**src/rtl/scch_pkg.sv**
```systemverilog
// Package: shared types, constants and lookup functions for the coincidence hit builder.
`timescale 1ns / 1ps
package scch_pkg;

	localparam int HODO_PER_LAYER_DEF = 3;
	localparam int STRIP_PER_SIDE_DEF = 3;
	localparam int SLOTS  = 3;
	localparam int NLISTS = 10;
	localparam int DEPTH  = NLISTS * SLOTS;
	localparam int AW     = $clog2(DEPTH);

	// station kinds walked during pairing, in this order
	localparam logic [2:0] KIND_HODO1  = 3'd0;
	localparam logic [2:0] KIND_HODO2  = 3'd1;
	localparam logic [2:0] KIND_STRIP0 = 3'd2;
	localparam logic [2:0] KIND_STRIP1 = 3'd3;
	localparam logic [2:0] KIND_STRIP2 = 3'd4;
	localparam logic [2:0] KIND_END    = 3'd5;

	localparam logic [36:0] NO_HIT_SUM = 37'd31968;
	localparam logic signed [37:0] GATE_LO = -38'sd3520;
	localparam logic signed [37:0] GATE_HI = -38'sd2720;

	typedef struct packed {
		logic [9:0]  id;
		logic [31:0] addr;
		logic [17:0] mean;
		logic [15:0] err;
		logic [35:0] tm;
	} entry_t;

	typedef struct packed {
		logic [2:0]  station;
		logic [9:0]  front_id;
		logic [9:0]  back_id;
		logic [31:0] addr;
		logic [20:0] pos_x;
		logic [20:0] pos_y;
		logic [21:0] pos_z;
		logic [17:0] err_x;
		logic [17:0] err_y;
		logic [35:0] tm;
	} hit_t;

	// controller -> datapath
	typedef struct packed {
		logic       accept;
		logic [2:0] kind;
		logic [1:0] fi;
		logic [1:0] bi;
		logic       commit;
		logic       flush;
		logic       clear;
	} cmd_t;

	// datapath -> controller
	typedef struct packed {
		logic [1:0] nf;
		logic [1:0] nb;
		logic       close_ok;
		logic       gate_ok;
		logic       out_free;
		logic       pend_valid;
	} sts_t;

	function automatic logic [3:0] front_list(input logic [2:0] kind);
		case (kind)
			KIND_HODO1:  front_list = 4'd1;
			KIND_HODO2:  front_list = 4'd3;
			KIND_STRIP0: front_list = 4'd4;
			KIND_STRIP1: front_list = 4'd6;
			default:     front_list = 4'd8;
		endcase
	endfunction

	function automatic logic [3:0] back_list(input logic [2:0] kind);
		case (kind)
			KIND_HODO1:  back_list = 4'd0;
			KIND_HODO2:  back_list = 4'd2;
			KIND_STRIP0: back_list = 4'd5;
			KIND_STRIP1: back_list = 4'd7;
			default:     back_list = 4'd9;
		endcase
	endfunction

	function automatic logic [AW-1:0] slot_addr(input logic [3:0] list, input logic [1:0] s);
		slot_addr = AW'(int'(list) * SLOTS + int'(s));
	endfunction

	function automatic logic [2:0] station_code(input logic [2:0] kind);
		case (kind)
			KIND_HODO1:  station_code = 3'd0;
			KIND_HODO2:  station_code = 3'd4;
			KIND_STRIP0: station_code = 3'd1;
			KIND_STRIP1: station_code = 3'd3;
			default:     station_code = 3'd2;
		endcase
	endfunction

	function automatic logic [21:0] z_pos(input logic [2:0] kind);
		case (kind)
			KIND_HODO1:  z_pos = 22'd59000;
			KIND_HODO2:  z_pos = 22'd3019000;
			KIND_STRIP0: z_pos = 22'd254000;
			KIND_STRIP1: z_pos = 22'd1234000;
			default:     z_pos = 22'd700000;
		endcase
	endfunction

	// window center, 1/16 ns
	function automatic logic signed [37:0] win_shift(input logic [2:0] kind, input logic trig);
		case (kind)
			KIND_HODO1, KIND_HODO2: win_shift = 38'sd0;
			KIND_STRIP0:            win_shift = -38'sd96;
			KIND_STRIP1:            win_shift = -38'sd64;
			default:                win_shift = trig ? 38'sd608 : 38'sd160;
		endcase
	endfunction

	// window half width, 1/16 ns, strict
	function automatic logic [37:0] win_limit(input logic [2:0] kind, input logic trig);
		case (kind)
			KIND_HODO1, KIND_HODO2: win_limit = 38'd160;
			KIND_STRIP0:            win_limit = 38'd320;
			KIND_STRIP1:            win_limit = 38'd352;
			default:                win_limit = trig ? 38'd64 : 38'd288;
		endcase
	endfunction

	function automatic logic [20:0] sat_pos(input logic signed [45:0] v);
		if (v > 46'sd1048575)
			sat_pos = 21'h0FFFFF;
		else if (v < -46'sd1048576)
			sat_pos = 21'h100000;
		else
			sat_pos = v[20:0];
	endfunction

	function automatic logic [17:0] sat_err(input logic [26:0] p);
		logic [27:0] r;
		r = (28'(p) + 28'd128) >> 8;
		sat_err = (r > 28'd262143) ? 18'h3FFFF : r[17:0];
	endfunction

endpackage

```
**src/rtl/scch_ctrl.sv**
```systemverilog
// Controller: load/close/pair/flush sequencing for the hit builder.
`timescale 1ns / 1ps
module scch_ctrl (
	input  logic          clk,
	input  logic          arst_n,
	input  logic          in_valid,
	input  logic          last_cluster,
	input  scch_pkg::sts_t sts,
	output scch_pkg::cmd_t cmd,
	output logic          in_stall
);
	typedef enum logic [2:0] {
		ST_IDLE, ST_CLOSE, ST_KIND, ST_RD, ST_MUL, ST_OUT, ST_FLUSH
	} state_t;

	state_t     state_q;
	logic [2:0] kind_q;
	logic [1:0] fi_q, bi_q;
	logic       stall_q;

	always_ff @(posedge clk or negedge arst_n) begin
		if (!arst_n) begin
			state_q <= ST_IDLE;
			kind_q  <= scch_pkg::KIND_HODO1;
			fi_q    <= '0;
			bi_q    <= '0;
			stall_q <= 1'b0;
		end else begin
			case (state_q)
				ST_IDLE: begin
					if (in_valid && last_cluster) begin
						state_q <= ST_CLOSE;
						stall_q <= 1'b1;
					end
				end
				ST_CLOSE: begin
					kind_q  <= scch_pkg::KIND_HODO1;
					state_q <= sts.close_ok ? ST_KIND : ST_FLUSH;
				end
				ST_KIND: begin
					fi_q <= '0;
					bi_q <= '0;
					if (kind_q == scch_pkg::KIND_END ||
					    (kind_q == scch_pkg::KIND_STRIP0 && !sts.gate_ok))
						state_q <= ST_FLUSH;
					else if (sts.nf == 2'd0 || sts.nb == 2'd0)
						kind_q <= kind_q + 3'd1;
					else
						state_q <= ST_RD;
				end
				ST_RD:  state_q <= ST_MUL;
				ST_MUL: state_q <= ST_OUT;
				ST_OUT: begin
					if (sts.out_free) begin
						if (bi_q + 2'd1 < sts.nb) begin
							bi_q    <= bi_q + 2'd1;
							state_q <= ST_RD;
						end else if (fi_q + 2'd1 < sts.nf) begin
							fi_q    <= fi_q + 2'd1;
							bi_q    <= '0;
							state_q <= ST_RD;
						end else begin
							kind_q  <= kind_q + 3'd1;
							state_q <= ST_KIND;
						end
					end
				end
				ST_FLUSH: begin
					if (!sts.pend_valid || sts.out_free) begin
						state_q <= ST_IDLE;
						stall_q <= 1'b0;
					end
				end
				default: begin
					state_q <= ST_IDLE;
					stall_q <= 1'b0;
				end
			endcase
		end
	end

	assign in_stall = stall_q;

	always_comb begin
		cmd        = '0;
		cmd.kind   = kind_q;
		cmd.fi     = fi_q;
		cmd.bi     = bi_q;
		cmd.accept = (state_q == ST_IDLE) && in_valid;
		cmd.commit = (state_q == ST_OUT) && sts.out_free;
		cmd.flush  = (state_q == ST_FLUSH) && sts.pend_valid && sts.out_free;
		cmd.clear  = (state_q == ST_FLUSH) && (!sts.pend_valid || sts.out_free);
	end
endmodule

```
**config.mk**
```make
export PLATFORM = sky130hd
export DESIGN_NAME = scch_ctrl
export DESIGN_NICKNAME = d
export VERILOG_FILES = /design/src/rtl/scch_pkg.sv /design/src/rtl/scch_ctrl.sv
export SDC_FILE = /design/constraint.sdc
export NUM_CORES = 1
export LEC_CHECK = 0
export BUFFER_PORTS_ARGS = -buffer_cell sky130_fd_sc_hd__buf_2
export CAP_MARGIN = 20
export CORE_MARGIN = 3
export CORE_UTILIZATION = 55
export DETAILED_ROUTE_END_ITERATION = 10
export GPL_TIMING_DRIVEN = 0
export PLACE_DENSITY_LB_ADDON = 0.15
export SYNTH_ARGS = -nofsm -noshare
export SYNTH_HDL_FRONTEND = slang
export SYNTH_SLANG_ARGS = --single-unit
```
**constraint.sdc**
```tcl
create_clock -name clk -period 3.52 [get_ports clk]
set_input_delay 0.528 -clock clk [delete_from_list [all_inputs] [get_ports clk]]
set_output_delay 0.528 -clock clk [all_outputs]
set_load 0.05 [all_outputs]
```
* Word level (Yosys, flattened, before mapping)
Cells that the tools add are included.
** Cells by class
- Add/subtract/negate cells :: 3
- Multipliers :: 0
- Div/mod/pow operators :: 0
- $lt $le $gt $ge :: 2
- Equality and inequality tests :: 18
- Shift operators :: 0
- Mux-type cells :: 26
- Bitwise gates (word level) :: 1
- Reductions and logical operators :: 23
** Operator list (count)
- 2-to-1 mux 3 bit :: 11
- one-hot mux 3 bit (7 select lines) :: 1
- inequality test 2 bit (second input constant) :: 8
- equality test 3 bit (second input constant) :: 4
- 2-to-1 mux 2 bit :: 6
- equality test 3 x 2 -> 1 bit (second input constant) :: 3
- one-hot mux 3 bit (3 select lines) :: 1
- one-hot mux 2 bit (2 select lines) :: 2
- AND reduction 4 bit :: 2
- logical AND 1 bit :: 7
- inequality test 3 bit (second input constant) :: 2
- AND reduction 3 bit :: 2
- AND reduction 6 bit :: 1
- OR reduction 5 bit :: 1
- adder 2 x 1 -> 2 bit (second input constant) :: 2
- zero test 2 bit :: 2
- less-than comparator 2 bit :: 2
- 2-to-1 mux 1 bit :: 4
- adder 3 x 1 -> 3 bit (second input constant) :: 1
- equality test 3 x 1 -> 1 bit (second input constant) :: 1
- zero test 3 bit :: 1
- logical OR 1 bit :: 3
- one-hot mux 1 bit (3 select lines) :: 1
- nonzero test 3 bit :: 1
- other kinds (3) :: 4
** Storage, ports and cells
- Bits in registers :: 11
- Bits in latches :: 0
- RAM bits :: 0
- Memory bits (read-only) :: 0
- Logic and storage cells :: 78
- Memories kept :: 0

* Depth between registers and ports, before layout
- Word-level depth :: 6
- Mapped depth :: 6
- Gate-level depth less buffers :: 6

* Least setup slack after synthesis
OpenSTA, ideal clock, no wires.
- Kind :: reg-to-reg
- Start :: reg fi_q[0]
- End :: reg kind_q[1]
- Library setup time :: 125 ps
- Arrival time :: 2038 ps
- Required time :: 3395 ps
- Path slack :: 1357 ps
- Cell stages (with the launch flop) :: 7
- Path through :: dfrtp_1 > xor2_1 > ha_1 > a21boi_0 > o311ai_1 > a21oi_2 > mux2_4
** Between the ends
- Word-level cells in the longest chain between the ends :: 4
** RTL lines
- start: declaration :: RTL line scch_ctrl.sv:18 : logic [1:0] fi_q, bi_q;
- start signal: assignment :: RTL line scch_ctrl.sv:59 : fi_q <= fi_q + 2'd1;
- adder 2 x 1 -> 2 bit :: RTL line scch_ctrl.sv:58 : end else if (fi_q + 2'd1 < sts.nf) begin
- less-than comparator 2 bit :: RTL line scch_ctrl.sv:58
- inequality test 2 bit (no line)
- AND reduction 6 bit (no line)
- end signal: assignment :: RTL line scch_ctrl.sv:37 : kind_q <= scch_pkg::KIND_HODO1;
- end signal: assignment :: RTL line scch_ctrl.sv:47 : kind_q <= kind_q + 3'd1;
- end signal: assignment :: RTL line scch_ctrl.sv:63 : kind_q <= kind_q + 3'd1;
- end: declaration :: RTL line scch_ctrl.sv:17 : logic [2:0] kind_q;
No other way between the ends.
A chain may end at the register's enable or synchronous reset.

==> reports/results.ini <==
[status]
status=finished, final reports clean

[synthesis]
yosys-top-cells-area=dfrtp_1 (31%), ha_1 (7.1%), inv_1 (4.2%)
ys_warn_count=0
seq_area_frac_synth=0.3116
syn_nets=118
synth_top_area_frac=0.3116
synth_edf_count=0
synth_cells=101
async_flop_share=1.000
synth_common_cells=dfrtp_1 (11), inv_1 (10), nand2_1 (7)
avgSynthCellArea_sq_um=8.746
synth-seq-cells=11
ys_types=46
synth.most_common_cell=dfrtp_1
synth_largest_area_cell=dfrtp_1
syn_area_sq_um=883.3
ys.flop_type=dfrtp_1

[routing]
wl_per_cell_um=13.94
firstDrtPassIters=4
vias_per_cell=5.972
vias=854
postRouteAntennaNets=0
drc=0
wl_mm=1.994
drt_iter0_markers=19

[worst_setup_path]
cp.arrival_ns=1.66
reg2reg_slack_ns=1.44
crit_path_start_kind=register
critPathRequiredTime_ns=2.99
setup.worst_path.end_class=output pin
crit_type=reg -> out
path_max_fanout=10

[timing]
tns_ns=0
relSlewSlack=0.7276
fmax_ghz=0.4560
hold_slack_ns=0.1076
hold_viol=0
setup_violations=0
min_period_ns=2.193
tightest_slew_ns=0.3983
rsz0062_at_grt=no
slew_viol_final=0
fin_skew_ns=0.0007415
timing.final.crit_share=0.6230

[grt]
grt_max_degree=12
gr-total-overflow=0
grt_first_pass_wirelength_mm=3.305
antenna_found_initial=0
grt_use_total=0.2168
grt_pass1_vias=765

[clocking]
cts_resized=0
htreeDepth=1
numCtsBuffers=3
clockBufferDepth=2
cts_root_buf=clkbuf_4
cts_sinks=11
ctsHoldBuffers=0
cts_tree=done
cts_setup_buffers=0
clock_latency_ns=0.28
clk_pin_slew_worst_paths_ns=0.07

[floorplanning]
dieArea_sq_um=2123
row_count=13
fp.dieW_um=46.08
coreArea_sq_um=1399
start_util=0.6315
io-pin-count=24
die_h_um=46.08

[final_layout]
n_fill_cell=123
final_cell_area_sq_um=1044
synthToLayoutAreaGrowth_pct=18.13
antenna_cells=0
drive_gt1_frac=0.2734
nNetsFinal=146
final_core_util=0.7460

[pwr]
ir_drop_uv=542.9
totalPowerFinal_mw=0.8980
p_leak_nw=0.5477
power_density_nw_per_um2=860.5

[place]
place_congestion=0.8134
dpl.hpwl_mm=1.555
portBuffers=23
place_area_sq_um=1017

[run]
maxCapViolCount=0

[min_path]
hold_class=in -> async

## cell type report
class | instances | area, sq um | share of cell area
Buffer | 3 | 16.27 | 0.01559
Clock buffer | 4 | 26.28 | 0.02518
Inverter | 10 | 37.54 | 0.03597
Multi-Input combinational cell | 77 | 554.3 | 0.5312
Sequential cell | 11 | 275.3 | 0.2638
Tap cell | 15 | 18.77 | 0.01799
Timing Repair Buffer | 23 | 115.1 | 0.1103
## final timing paths
| path | startpoint | end | cells past startpoint |
|---|---|---|---|
| max reg2reg | fi_q[0] | kind_q[1] | 6 |
| max in group asynchronous | arst_n | kind_q[0] | 1 |
| min | arst_n | state_q[0] | 1 |
| min in group clk | in_stall | in_stall | 2 |
| min reg2reg | in_stall | in_stall | 2 |
| max | state_q[0] | cmd[10] | 4 |
## worst max-delay path: stages (launching register included)
cell and delay, ns:
dfrtp_1 0.46, clkbuf_1 0.23, nor2_1 0.24, and3_1 0.19
buf_2 0.26
## layer usage
metal	GRT usage	vias up	share of wire	routed length (um)
met4	0.1023	0	0.018	36
met2	0.3516	21	0.47	937
met1	0.2840	402	0.46	919
met3	0.02344	5	0.051	101
met5	0	-	0	0
li1	-	426	-	-
## cells in the final DEF (no fill, tap or decap), types with 2 or more instances in the layout
| cell | instances |
|---|---|
| a21oi_2 | 2 |
| and3b_1 | 3 |
| xor2_1 | 2 |
| buf_2 | 24 |
| o31a_1 | 2 |
| a21o_1 | 2 |
| nor2_1 | 6 |
| inv_1 | 10 |
| o22ai_1 | 3 |
| nand2b_1 | 2 |
| ha_1 | 5 |
| a21oi_1 | 2 |
| clkbuf_1 | 2 |
| dfrtp_1 | 11 |
| clkbuf_4 | 4 |
| a31oi_1 | 2 |
| o21ai_0 | 5 |
| nand2_1 | 7 |
| or3b_1 | 2 |
| a211oi_1 | 2 |
| o21ai_1 | 3 |
| and3_1 | 2 |
| nand3b_1 | 2 |
## metrics by stage
stage	setup slack, ns	instances
3_5_place_dp	1.396	139
3_3_place_gp	1.415	139
6_report	1.327	143
4_1_cts	1.334	143
5_1_grt	1.221	143
2_1_floorplan	1.357	101
## cells by family after synthesis
kind of cell             synth area share
AND/OR/NAND/NOR                    0.2465
AO/OA/AOI/OAI                      0.2493
adder cells (fa/ha/maj)           0.07082
XOR/XNOR                          0.01983
buffers and inverters             0.06090
multiplexers                      0.04107
flip-flops                         0.3116
## where the power goes
part	total [mW]	leakage, nW	internal, mW	switching, mW
Clock	0.0922	0.0150	0.0440	0.0481
Combinational	0.579	0.392	0.209	0.370
Sequential	0.226	0.141	0.172	0.0540
## flip-flops by register name (all words and copies together), names as in the netlist
signal and cells:
kind_q 3, state_q 3, bi_q 2, fi_q 2, in_stall 1
No activity file was read; power rests on OpenSTA's default activity.
